<file path="src/rtl/skt_pkg.sv">
// Shared types and constants for the sorted key table leaf.
package skt_pkg;

	localparam int CAPACITY = 64;
	localparam int AW = $clog2(CAPACITY);
	localparam int CNT_W = $clog2(CAPACITY + 1);
	localparam logic [CNT_W-1:0] MAX_RESET = CNT_W'(CAPACITY);

	typedef enum logic [1:0] {
		ACT_LOOKUP = 2'd0,
		ACT_INSERT = 2'd1,
		ACT_SPLIT  = 2'd2,
		ACT_CLEAR  = 2'd3
	} action_t;

	typedef enum logic [2:0] {
		ST_DONE  = 3'd0,
		ST_MISS  = 3'd1,
		ST_DUP   = 3'd2,
		ST_FULL  = 3'd3,
		ST_SPLIT = 3'd4
	} status_t;

	typedef struct packed {
		logic signed [63:0] key;
		logic signed [31:0] page;
		logic signed [31:0] slot;
	} entry_t;

	typedef struct packed {
		logic          re;
		logic [AW-1:0] raddr;
		logic          we;
		logic [AW-1:0] waddr;
		entry_t        wdata;
	} mem_req_t;

	typedef struct packed {
		status_t          status;
		entry_t           ent;
		logic [CNT_W-1:0] count;
		logic             last;
	} result_t;

endpackage

</file>
<file path="src/rtl/skt_ctrl.sv">
// Sequencer for search, shift, split and clear, with the output register.
module skt_ctrl
	import skt_pkg::*;
(
	input  logic                    clk,
	input  logic                    arst_n,
	input  logic                    in_valid,
	output logic                    in_ready,
	input  logic [1:0]              action,
	input  logic signed [63:0]      search_key,
	input  logic signed [31:0]      entry_page,
	input  logic signed [31:0]      entry_slot,
	input  logic [CNT_W-1:0]        max_entries,
	output logic                    out_valid,
	input  logic                    out_ready,
	output result_t                 res,
	output mem_req_t                mem_req,
	input  entry_t                  mem_rdata
);

	typedef enum logic [2:0] {
		S_IDLE,
		S_DISPATCH,
		S_SRCH_RD,
		S_SRCH_CMP,
		S_SHIFT,
		S_SPLIT
	} state_t;

	state_t           state_q;
	action_t          act_q;
	entry_t           new_q;
	logic [CNT_W-1:0] count_q;
	logic [CNT_W-1:0] lo_q;
	logic [CNT_W-1:0] hi_q;
	logic [CNT_W-1:0] mid_q;
	logic [CNT_W-1:0] pos_q;
	logic [CNT_W-1:0] src_q;
	logic [CNT_W-1:0] wr_q;
	logic             pend_q;
	logic [CNT_W-1:0] idx_q;
	logic [CNT_W-1:0] size_q;
	logic             ovalid_q;
	result_t          res_q;

	logic             can_emit;
	logic             emit_now;
	logic [CNT_W:0]   mid_sum;
	logic [CNT_W-1:0] mid;
	logic [CNT_W-1:0] idx_nx;
	logic [CNT_W-1:0] src_m1;
	logic             split_last;
	logic             is_full;
	entry_t           zero_ent;

	assign can_emit   = !ovalid_q || out_ready;
	assign mid_sum    = {1'b0, lo_q} + {1'b0, hi_q};
	assign mid        = mid_sum[CNT_W:1];
	assign idx_nx     = idx_q + CNT_W'(1);
	assign src_m1     = src_q - CNT_W'(1);
	assign split_last = (idx_nx == size_q);
	assign is_full    = (count_q >= max_entries) || (count_q >= CNT_W'(CAPACITY));
	assign zero_ent   = '0;

	assign in_ready  = (state_q == S_IDLE);
	assign out_valid = ovalid_q;
	assign res       = res_q;

	// High in the states and cases that load a result once the output register is free.
	always_comb begin
		emit_now = 1'b0;
		case (state_q)
			S_DISPATCH: begin
				emit_now = (act_q == ACT_CLEAR) || (act_q == ACT_SPLIT && count_q == '0)
					|| (act_q == ACT_INSERT && is_full);
			end
			S_SRCH_RD: begin
				emit_now = !(lo_q < hi_q) && (act_q != ACT_INSERT);
			end
			S_SRCH_CMP: begin
				emit_now = (mem_rdata.key == new_q.key);
			end
			S_SHIFT: begin
				emit_now = !pend_q && (src_q <= pos_q);
			end
			S_SPLIT: begin
				emit_now = 1'b1;
			end
			default: begin
				emit_now = 1'b0;
			end
		endcase
	end

	always_comb begin
		mem_req       = '0;
		mem_req.wdata = new_q;
		case (state_q)
			S_DISPATCH: begin
				if (act_q == ACT_SPLIT && count_q != '0) begin
					mem_req.re    = 1'b1;
					mem_req.raddr = AW'(count_q >> 1);
				end
			end
			S_SRCH_RD: begin
				if (lo_q < hi_q) begin
					mem_req.re    = 1'b1;
					mem_req.raddr = mid[AW-1:0];
				end
			end
			S_SHIFT: begin
				if (src_q > pos_q) begin
					mem_req.re    = 1'b1;
					mem_req.raddr = src_m1[AW-1:0];
				end
				if (pend_q) begin
					mem_req.we    = 1'b1;
					mem_req.waddr = wr_q[AW-1:0];
					mem_req.wdata = mem_rdata;
				end else if (src_q <= pos_q && can_emit) begin
					mem_req.we    = 1'b1;
					mem_req.waddr = pos_q[AW-1:0];
				end
			end
			S_SPLIT: begin
				if (can_emit && !split_last) begin
					mem_req.re    = 1'b1;
					mem_req.raddr = idx_nx[AW-1:0];
				end
			end
			default: begin
			end
		endcase
	end

	always_ff @(posedge clk or negedge arst_n) begin
		if (!arst_n) begin
			state_q  <= S_IDLE;
			act_q    <= ACT_LOOKUP;
			new_q    <= '0;
			count_q  <= '0;
			lo_q     <= '0;
			hi_q     <= '0;
			mid_q    <= '0;
			pos_q    <= '0;
			src_q    <= '0;
			wr_q     <= '0;
			pend_q   <= 1'b0;
			idx_q    <= '0;
			size_q   <= '0;
			ovalid_q <= 1'b0;
			res_q    <= '0;
		end else begin
			if (out_ready && !(can_emit && emit_now)) begin
				ovalid_q <= 1'b0;
			end
			case (state_q)
				S_IDLE: begin
					if (in_valid) begin
						act_q      <= action_t'(action);
						new_q.key  <= search_key;
						new_q.page <= entry_page;
						new_q.slot <= entry_slot;
						state_q    <= S_DISPATCH;
					end
				end
				S_DISPATCH: begin
					case (act_q)
						ACT_CLEAR: begin
							if (can_emit) begin
								count_q  <= '0;
								ovalid_q <= 1'b1;
								res_q    <= '{ST_DONE, zero_ent, '0, 1'b1};
								state_q  <= S_IDLE;
							end
						end
						ACT_SPLIT: begin
							if (count_q == '0) begin
								if (can_emit) begin
									ovalid_q <= 1'b1;
									res_q    <= '{ST_MISS, zero_ent, '0, 1'b1};
									state_q  <= S_IDLE;
								end
							end else begin
								size_q  <= count_q;
								idx_q   <= count_q >> 1;
								count_q <= count_q >> 1;
								state_q <= S_SPLIT;
							end
						end
						ACT_INSERT: begin
							if (is_full) begin
								if (can_emit) begin
									ovalid_q <= 1'b1;
									res_q    <= '{ST_FULL, zero_ent, count_q, 1'b1};
									state_q  <= S_IDLE;
								end
							end else begin
								lo_q    <= '0;
								hi_q    <= count_q;
								state_q <= S_SRCH_RD;
							end
						end
						default: begin
							lo_q    <= '0;
							hi_q    <= count_q;
							state_q <= S_SRCH_RD;
						end
					endcase
				end
				S_SRCH_RD: begin
					if (lo_q < hi_q) begin
						mid_q   <= mid;
						state_q <= S_SRCH_CMP;
					end else if (act_q == ACT_INSERT) begin
						pos_q   <= lo_q;
						src_q   <= count_q;
						pend_q  <= 1'b0;
						state_q <= S_SHIFT;
					end else if (can_emit) begin
						ovalid_q <= 1'b1;
						res_q    <= '{ST_MISS, zero_ent, count_q, 1'b1};
						state_q  <= S_IDLE;
					end
				end
				S_SRCH_CMP: begin
					if (mem_rdata.key == new_q.key) begin
						if (can_emit) begin
							ovalid_q <= 1'b1;
							res_q    <= '{(act_q == ACT_INSERT) ? ST_DUP : ST_DONE,
								mem_rdata, count_q, 1'b1};
							state_q  <= S_IDLE;
						end
					end else if ($signed(mem_rdata.key) < $signed(new_q.key)) begin
						lo_q    <= mid_q + CNT_W'(1);
						state_q <= S_SRCH_RD;
					end else begin
						hi_q    <= mid_q;
						state_q <= S_SRCH_RD;
					end
				end
				S_SHIFT: begin
					// Reads run one entry ahead of the writes, so one entry moves per cycle.
					if (src_q > pos_q) begin
						src_q  <= src_m1;
						wr_q   <= src_q;
						pend_q <= 1'b1;
					end else begin
						pend_q <= 1'b0;
					end
					if (!pend_q && src_q <= pos_q && can_emit) begin
						count_q  <= count_q + CNT_W'(1);
						ovalid_q <= 1'b1;
						res_q    <= '{ST_DONE, new_q, count_q + CNT_W'(1), 1'b1};
						state_q  <= S_IDLE;
					end
				end
				S_SPLIT: begin
					if (can_emit) begin
						ovalid_q <= 1'b1;
						res_q    <= '{ST_SPLIT, mem_rdata, count_q, split_last};
						idx_q    <= idx_nx;
						if (split_last) begin
							state_q <= S_IDLE;
						end
					end
				end
				default: begin
					state_q <= S_IDLE;
				end
			endcase
		end
	end

	a_count_bound: assert property (@(posedge clk) disable iff (!arst_n)
		count_q <= CNT_W'(CAPACITY))
		else $error("entry count above capacity");

	a_write_only_shift: assert property (@(posedge clk) disable iff (!arst_n)
		mem_req.we |-> state_q == S_SHIFT)
		else $error("memory written outside the shift sequence");

	a_move_above_pos: assert property (@(posedge clk) disable iff (!arst_n)
		(state_q == S_SHIFT && pend_q) |-> wr_q > pos_q)
		else $error("shift wrote at or below the insertion point");

	a_no_same_entry: assert property (@(posedge clk) disable iff (!arst_n)
		(mem_req.re && mem_req.we) |-> mem_req.raddr != mem_req.waddr)
		else $error("read and write hit the same entry in one cycle");

	a_one_at_a_time: assert property (@(posedge clk) disable iff (!arst_n)
		(in_valid && in_ready) |=> !in_ready)
		else $error("second item taken while one is in work");

endmodule

</file>
<file path="config.mk">
export PLATFORM = sky130hd
export DESIGN_NAME = skt_ctrl
export DESIGN_NICKNAME = d
export VERILOG_FILES = /design/src/rtl/skt_pkg.sv /design/src/rtl/skt_ctrl.sv
export SDC_FILE = /design/constraint.sdc
export NUM_CORES = 1
export LEC_CHECK = 0
export BUFFER_PORTS_ARGS = -buffer_cell sky130_fd_sc_hd__buf_2
export CELL_PAD_IN_SITES_DETAIL_PLACEMENT = 0
export CELL_PAD_IN_SITES_GLOBAL_PLACEMENT = 2
export CORE_MARGIN = 3
export CORE_UTILIZATION = 31
export DETAILED_ROUTE_END_ITERATION = 10
export PLACE_DENSITY_LB_ADDON = 0.1
export SLEW_MARGIN = 20
export SYNTH_ARGS = -nofsm -noshare
export SYNTH_HDL_FRONTEND = slang
export SYNTH_SLANG_ARGS = --single-unit
</file>
<file path="constraint.sdc">
create_clock -name clk -period 3.4 [get_ports clk]
set_clock_uncertainty 0.2 [all_clocks]
set_input_delay 0.34 -clock clk [delete_from_list [all_inputs] [get_ports clk]]
set_output_delay 0.34 -clock clk [all_outputs]
set_load 0.01 [all_outputs]
</file>
**After elaboration in Yosys (flattened, before gate mapping)**

Cells that the tools add are included.
W data, S select, Z words.

- Multiplexer cells: 73
- $lt $le $gt $ge: 6
- Equal/unequal tests: 37
- Bitwise logic cells: 2
- Reduce and logical (&&, ||, !) cells: 41
- Add/subtract/negate cells: 5

Operator list:

| cell | count |
|---|---|
| $mux W139 | 12 |
| $pmux W139 S5 | 1 |
| $pmux W139 S3 | 1 |
| $mux W7 | 20 |
| $mux W135 | 1 |
| $mux W128 | 1 |
| $pmux W7 S2 | 8 |
| $eq A64 B64 Y1 | 1 |
| $lt A64 B64 Y1 | 1 |
| $ne A2 B2 Y1 const B | 17 |
| $mux W3 | 10 |
| $pmux W7 S4 | 1 |
| $ne A3 B3 Y1 const B | 8 |
| $add A7 B1 Y7 const B | 3 |
| $pmux W3 S6 | 1 |
| $reduce_and A5 Y1 | 3 |
| $reduce_and A14 Y1 | 1 |
| $reduce_and A4 Y1 | 3 |
| $mux W1 | 11 |
| $logic_and A1 B1 Y1 | 10 |
| $pmux W1 S5 | 2 |
| $pmux W3 S3 | 1 |
| $reduce_and A3 Y1 | 3 |
| $add A7 B7 Y8 | 1 |
| other kinds (27) | 43 |

- Logic and storage cells: 186
- Input port bits: 269
- Bits in registers: 336
- Output and inout port bits: 283

**Depth between registers and ports, before layout**

Gate-level depths: netlist of the first run.

- Depth in word-level cells: 13
- Gate-level depth with buffers: 12

**Worst setup path after synthesis of the first run**

No wires, ideal clock.

- Path type: register to register
- Start: register new_q[90] (netlist name)
- End: register res_q, in the netlist res[100]
- Setup slack: 0.512 ns
- Stages on the path, launching flop included: 13
- Clock period less this slack: 2.888 ns
- Setup time: 0.128 ns
- Buffers on the path: 2
- Data required time: 3.072 ns
- Data arrival time: 2.561 ns
- Cell sequence: dfrtp_1 > inv_1 > ha_1 > nand4_1 > nor4_2 > nand3_2 > o31ai_4 > o21ai_1 > a21oi_2 > nand4_2 > buf_4 > buf_2 > mux2_1

- Longest elaborated chain between the ends: 3

Ends and longest elaborated chain:

| what | RTL line | source |
|---|---|---|
| start, declared | skt_ctrl.sv:32 | `entry_t new_q;` |
| $eq A64 B64 Y1 | skt_ctrl.sv:227 | `if (mem_rdata.key == new_q.key) begin` |
| $ne A2 B2 Y1 (no line) | n/a |  |
| $reduce_and A14 Y1 (no line) | n/a |  |
| end signal, assigned | skt_ctrl.sv:222 | `res_q <= '{ST_MISS, zero_ent, count_q, 1'b1};` |
| end signal, assigned | skt_ctrl.sv:230 | `res_q <= '{(act_q == ACT_INSERT) ? ST_DUP : ST_DONE,` |
| end signal, assigned | skt_ctrl.sv:254 | `res_q <= '{ST_DONE, new_q, count_q + CNT_W'(1), 1'b1};` |
| end, declared | skt_ctrl.sv:44 | `result_t res_q;` |

Every way passes these cells.
A chain may end at the register's enable or synchronous reset.

==> metrics, run 1 <==
most frequent cells in the layout=nand2_1, buf_2, dfrtp_1; # rows=90; fin crit period=3306 ps; via count=19230; DRT Pass-1 Iters=5; Gate power share=54.4%; Post-Syn Area=19140 um2; library cells used by synthesis=61; Synth top area share=43.92%; CTS root buffer=clkbuf_16; clock buffer count from CTS=45; Reg2Reg Depth=12; Final Wtd Congestion=0.8796; HP Start=mem_rdata[24]; reg-to-reg slack, setup=150 ps; Tightest Pin Transition=1001 ps; initial antenna violation count=7; Pwr Total=25.12 mW; global-route wire length before repair=122700 um; Routed WL per cell=21.49 um; leak pwr=14.51 nW; Synth area leaders=dfrtp_1, nand2_1, o21ai_0; Critical Path AT=2770 ps; clock slew at reported path FFs=60 ps; syn nets=2588; CTS tree=done; Ports=552; worst min-delay path class=in2reg; area grow syn2layout=48.32%; register area share after synthesis=43.92%; Detailed Place HPWL=59640 um; Placed Cells=3498; syn_area_per_cell=8.628 um2; Util after Layout=46.78%; Int Pwr=14.43 mW; H-tree depth=2; Post-DRT Antenna Nets=0; gr usage total=24.72%; Slew HR=32.56%; worst-path cell with the longest stage delay=dfrtp_1; vias in the first global route=19910; Post-Syn Instances=2219; fin crit share=97.24%; Die Height=254.5 um; Sink Count=336; pins over their slew limit=0; sum of buffers and inverters on the critical path=1; Hold Vio Cnt, Final=0; Die W=254.5 um; endpoint class of the critical path=primary output; Initial Util=31.54%; Sw Ratio=42.57%; DRT Wirelength=83480 um; yosys warns=0; Layout Cells excl Fill=3884; Main synth FF type=dfrtp_1; Worst EP required=2860 ps; final count of negative-setup-slack endpoints=0; area leader, netlist=dfrtp_1; Longest Clk Path Bufs=3; #FFs+latches synth=336; clock network latency to the later pin of the worst-skew pair=580 ps; worst r2r dst=hi_q[6]; hold path depth=3; cell area power density=884.6 nW/um2; Nets=3428; sink of the worst hold path=res[32]; maximum net fanout on the critical path=2; status=finished clean; max-cap violations=0; Reg2Reg Launch Point=new_q[119]; RSZ-0062 raised after global routing=true; P_sw=10.69 mW; Worst setup SP type=register; EDFF count, synth=0; most common cell after layout, fill and taps aside=nand2_1; CP peak stage delay=400 ps; Buffers on Ports=551; proportion of layout cells with a drive suffix above 1=28.71%; Worst VDD drop=0.4931 mV; clock network power share=20.2%; full die area=64780 um2; DRC violations left=0; worst-path cell chain=and2_4 > fa_2 > nand2b_4 > a21oi_2 > nor2_2 > o21bai_1 > a21oi_2 > xnor2_1 > nor2_2 > or3_4 > buf_6; initial DRC count=926; async set-reset flop share out of synthesis=100.0%; CP top delay family=simple AND/OR/NAND/NOR gates; largest net degree at the start of global routing=88; critical path class=reg2out; Sequential Power Share=25.4%; Peak Freq=302.5 MHz; Vias/cell=4.952; grt total ovfl=0; core area=60700 um2
[power groups by stage]
stage                     combinational [mW]  sequential (mW)  clock (mW)
final                                   13.7             6.37        5.08
after global placement                  11.6             6.38           0
after detailed placement                11.7             6.42           0
after floorplan                         7.00             6.31           0
after CTS                               12.4             6.35        5.23
after global routing                    15.0             6.53        5.42
[stage by stage]
step	area (um2)	setup TNS, ps	setup slack (ps)	hold slack (ps)
after floorplan	19140	0	511.7	-155.6
after global placement	23200	-5800	-93.11	222.2
after detailed placement	23200	-7422	-118.3	231.2
after CTS	27680	-65.38	-36.99	20.87
after global routing	28390	-1322	-76.85	37.07
final	28390	0	93.73	46.36
[worst max path at each step]
stage | start | to | cells after the start
final | lo_q[0] | mem_req[140] | 11
after global routing | lo_q[0] | mem_req[140] | 11
after CTS | lo_q[1] | mem_req[137] | 9
after detailed placement | mem_rdata[90] | res[93] | 11
after global placement | mem_rdata[90] | res[98] | 11
after floorplan | new_q[90] | res[100] | 12
[registers in the layout, summed over array words and instances, names as in the netlist, 7 cells and up]
signal   count
count_q      7
hi_q         7
idx_q        7
lo_q         7
mid_q        7
new_q      128
pos_q        7
res        139
size_q       7
src_q        7
[layer usage]
layer / global-route usage [%] / wire [um]
met5: 0 / 7
met2: 43.46 / 41350
met4: 7.405 / 2335
met1: 29.92 / 34560
met3: 6.068 / 5221
[worst reg2reg max path, cell delays in order (launching register included)]
cell and delay [ps]:
dfrtp_1 370, inv_1 100, ha_1 260, a21oi_1 150
o21ai_0 120, a221oi_1 330, buf_4 170, a2bb2oi_1 240
buf_4 180, o311a_4 240, nand2_2 150, a2111oi_0 430
o211ai_1 150
[layout make-up]
class | count | area (um2)
Clock buffer | 67 | 1359
Sequential cell | 336 | 8413
Antenna cell | 6 | 15.01
Tap cell | 782 | 978.4
Timing Repair Buffer | 930 | 6655
Fill cell | 6081 | 32300
Clock inverter | 17 | 239.0
Inverter | 114 | 427.9
Multi-Input combinational cell | 1632 | 10310
[kinds of logic after synthesis]
logic type | after synthesis | synth area share, %
adders and majority gates | 100 | 6.575
xor gates and xnor gates | 25 | 1.144
muxes | 158 | 9.176
DFF | 336 | 43.92
AOI/OAI and AO/OA | 475 | 15.21
and+or+nand+nor | 874 | 18.89
buffers and inverters | 251 | 5.085
[cell usage after synthesis, types with 4 or more instances]
| library cell | number |
|---|---|
| nand2_1 | 684 |
| or3_1 | 16 |
| xnor2_1 | 16 |
| a21oi_1 | 58 |
| nor3_1 | 25 |
| o21ai_0 | 261 |
| inv_1 | 114 |
| dfrtp_1 | 336 |
| mux2_1 | 104 |
| mux2i_1 | 18 |
| xor2_1 | 9 |
| nand4_1 | 19 |
| nand2b_1 | 10 |
| o21a_1 | 5 |
| a221oi_1 | 5 |
| clkbuf_1 | 116 |
| mux2_2 | 36 |
| nor2_1 | 46 |
| o211ai_1 | 11 |
| and3_1 | 5 |
| a2111oi_0 | 15 |
| nor2b_1 | 8 |
| nor4_1 | 11 |
| buf_2 | 16 |
| or2_2 | 4 |
| and2_1 | 6 |
| a31oi_1 | 8 |
| nand3_1 | 28 |
| a22o_1 | 74 |
| ha_1 | 99 |
| a21o_1 | 13 |
[repair_timing]
action                                  in CTS  in global routing
endpoints found under the setup margin     172                227
hold buffers                               257                  0
gates cloned                                 0                  9
gates resized for setup                     34                 89
pin swaps                                   12                 22
endpoints found under the hold margin      323                  0
buffers inserted                            20                 14
(Power assumes the default switching activity.)
==> run 2: changes to the inputs <==
- ABC_AREA: not set -> 1
- BUFFER_PORTS_ARGS: -buffer_cell sky130_fd_sc_hd__buf_2 -> -buffer_cell sky130_fd_sc_hd__buf_4
- CORE_UTILIZATION: 31 -> 29
- SLEW_MARGIN: 20 -> 40
==> metrics, run 2 <==
clock buffer count from CTS=44 (was 45); Largest register FFs=139 (unchanged); Pwr Total=25.94 mW (was 25.12 mW); Longest Clk Path Bufs=3 (unchanged); clock network latency to the later pin of the worst-skew pair=570 ps (was 580 ps); #FFs+latches synth=336 (unchanged); CP top delay family=buffers and inverters (was simple AND/OR/NAND/NOR gates); via count=19060 (was 19230); largest net degree at the start of global routing=121 (was 88); Peak Freq=305.2 MHz (was 302.5 MHz); Ports=552 (unchanged); core area=63310 um2 (was 60700 um2); WHS=124.0 ps (was 46.36 ps); Nets=3501 (was 3428); H-tree depth=2 (unchanged); area leader, netlist=dfrtp_1 (unchanged); final count of negative-setup-slack endpoints=0 (unchanged); status=finished clean (unchanged); Synth top area share=45.18% (was 43.92%); Top cell by count, worst path=buf_4; initial antenna violation count=10 (was 7); fin crit share=96.38% (was 97.24%); CTS root buffer=clkbuf_16 (unchanged); fin crit period=3277 ps (was 3306 ps); dpl cell area=23860 um2 (was 23200 um2); syn nets=2705 (was 2588); RSZ-0062 raised after global routing=true (unchanged); async set-reset flop share out of synthesis=100.0% (unchanged); EDFF count, synth=0 (unchanged); DRT Pass-1 Iters=5 (unchanged); sum of buffers and inverters on the critical path=4 (was 1); Slew HR=51.31% (was 32.56%); final instance area=28160 um2 (was 28390 um2); Worst EP required=2860 ps (about the same); worst min-delay path class=in2async (was in2reg); most common cell after layout, fill and taps aside=nand2_1 (unchanged); Routed WL per cell=19.70 um (was 21.49 um); yosys warns=0 (unchanged); Final Wtd Congestion=0.8477 (was 0.8796); Buffers on Ports=551 (unchanged); top-count cell post-synth=nand2_1 (unchanged); pins over their slew limit=0 (unchanged); Die Height=259.3 um (was 254.5 um); CTS tree=done (unchanged); maximum net fanout on the critical path=8 (was 2); Main synth FF type=dfrtp_1 (unchanged); Die W=259.3 um (was 254.5 um); proportion of layout cells with a drive suffix above 1=24.26% (was 28.71%); DRT Wirelength=79110 um (was 83480 um); Hold Vio Cnt, Final=0 (unchanged); library cells used by synthesis=42 (was 61); CP peak stage delay=460 ps (was 400 ps); full die area=67250 um2 (was 64780 um2); vias in the first global route=19490 (was 19910); Synth area leaders=dfrtp_1, nand2_1, o21ai_0 (unchanged); synth cell count leaders=nand2_1, o21ai_0, dfrtp_1 (was nand2_1, dfrtp_1, o21ai_0); worst-path cell chain=ha_4 > a21oi_1 > nor2_1 > a211oi_2 > nand3_2 > buf_4 > inv_1 > buf_4 > nand3_2 > nand4_1 > buf_4 (was and2_4 > fa_2 > nand2b_4 > a21oi_2 > nor2_2 > o21bai_1 > a21oi_2 > xnor2_1 > nor2_2 > or3_4 > buf_6); Post-DRT Antenna Nets=0 (unchanged); cell area power density=921.3 nW/um2 (was 884.6 nW/um2); max-cap violations=0 (unchanged); Sink Count=336 (unchanged); syn_area_per_cell=7.967 um2 (was 8.628 um2); Vias/cell=4.748 (was 4.952); Initial Util=29.40% (was 31.54%); leak pwr=13.40 nW (was 14.51 nW); Worst VDD drop=0.6271 mV (was 0.4931 mV); Worst setup SP type=register (unchanged); clock slew at reported path FFs=50 ps (was 60 ps); Post-Syn Instances=2336 (was 2219); endpoint class of the critical path=primary output (unchanged); worst-path cell with the longest stage delay=dfrtp_2 (was dfrtp_1); Post-Syn Area=18610 um2 (was 19140 um2); Tightest Pin Transition=722.7 ps (was 1001 ps); gr usage total=22.95% (was 24.72%); register area share after synthesis=45.18% (was 43.92%); global-route wire length before repair=119900 um (was 122700 um); Detailed Place HPWL=58900 um (was 59640 um); initial DRC count=1210 (was 926); Critical Path AT=2740 ps (was 2770 ps); DRC violations left=0 (unchanged); critical path class=reg2out (unchanged); fill count=6390 (was 6081); # rows=92 (was 90); most frequent cells in the layout=nand2_1, buf_4, o21ai_0 (was nand2_1, buf_2, dfrtp_1); grt total ovfl=0 (unchanged); area grow syn2layout=51.29% (was 48.32%)
## run 2: changes by cell type in the layout (fill, tap and decap cells not counted), sizes merged, moves of 49 or more
cell   delta
o21ai   +219
nand2    -58
a22oi   +129
nor2     +51
inv     +132
buf      -49
a22o     -74
mux2    -140
## run 2: power by group
| part | switching [mW] | internal [mW] |
|---|---|---|
| Combinational | 8.62 | 5.58 |
| Clock | 1.85 | 2.93 |
| Sequential | 1.12 | 5.84 |
## run 2: cells by family after synthesis
family / synth area share (%)
and+or+nand+nor: 16.91
xor gates and xnor gates: 0.3765
buffers and inverters: 8.618
AOI/OAI and AO/OA: 22.15
DFF: 45.18
adders and majority gates: 6.763
## run 2: stage by stage
stage          utilization (%)  TNS, ps  std cells  setup WS (ps)
5_1_grt                  44.47   -200.7       4014         -81.67
4_1_cts                  44.21        0       4000          3.142
3_5_place_dp             37.69        0       3662          122.3
2_1_floorplan                -        0       2336          946.2
3_3_place_gp             37.69        0       3662          158.3
6_report                 44.47        0       4015          123.0
## run 2: per-layer routing
metal	global-route usage (%)	vias to the layer above	wire [um]
met3	4.702	90	4039
met4	5.668	6	1724
met2	40.14	435	39600
li1	-	9387	-
met5	0	-	41
met1	28.90	9146	33710
## run 2: final cells by class
| class | count | area, um2 | share of cell area [%] |
|---|---|---|---|
| timing repair buffer | 881 | 7541 | 26.78 |
| inverter | 247 | 929.6 | 3.302 |
| clock inverter | 8 | 126.4 | 0.4488 |
| antenna | 7 | 17.52 | 0.06221 |
| sequential | 336 | 8413 | 29.88 |
| tap | 846 | 1059 | 3.759 |
| clock buffer | 68 | 1344 | 4.772 |
| multi-input combinational | 1622 | 8727 | 30.99 |
## run 2: path summary, 6_finish.rpt
path                       startpoint      endpoint  slack, ps  depth (start not counted)
setup / recovery              lo_q[4]  mem_req[138]        120                         11
hold / removal                 arst_n      res[126]        120                          2
setup reg to reg            new_q[87]       res[38]        300                         14
hold reg to reg               res[50]       res[50]        290                          2
max in group asynchronous      arst_n     new_q[26]       1970                          3
min in group clk              res[50]       res[50]        290                          2
## run 2: timing repair
action	in CTS	in global routing
hold buffers	261	0
endpoints found under the setup margin	13	16
buffers inserted	1	7
pin swaps	2	5
endpoints found under the hold margin	326	0
gates resized for setup	11	21
gates cloned	0	1
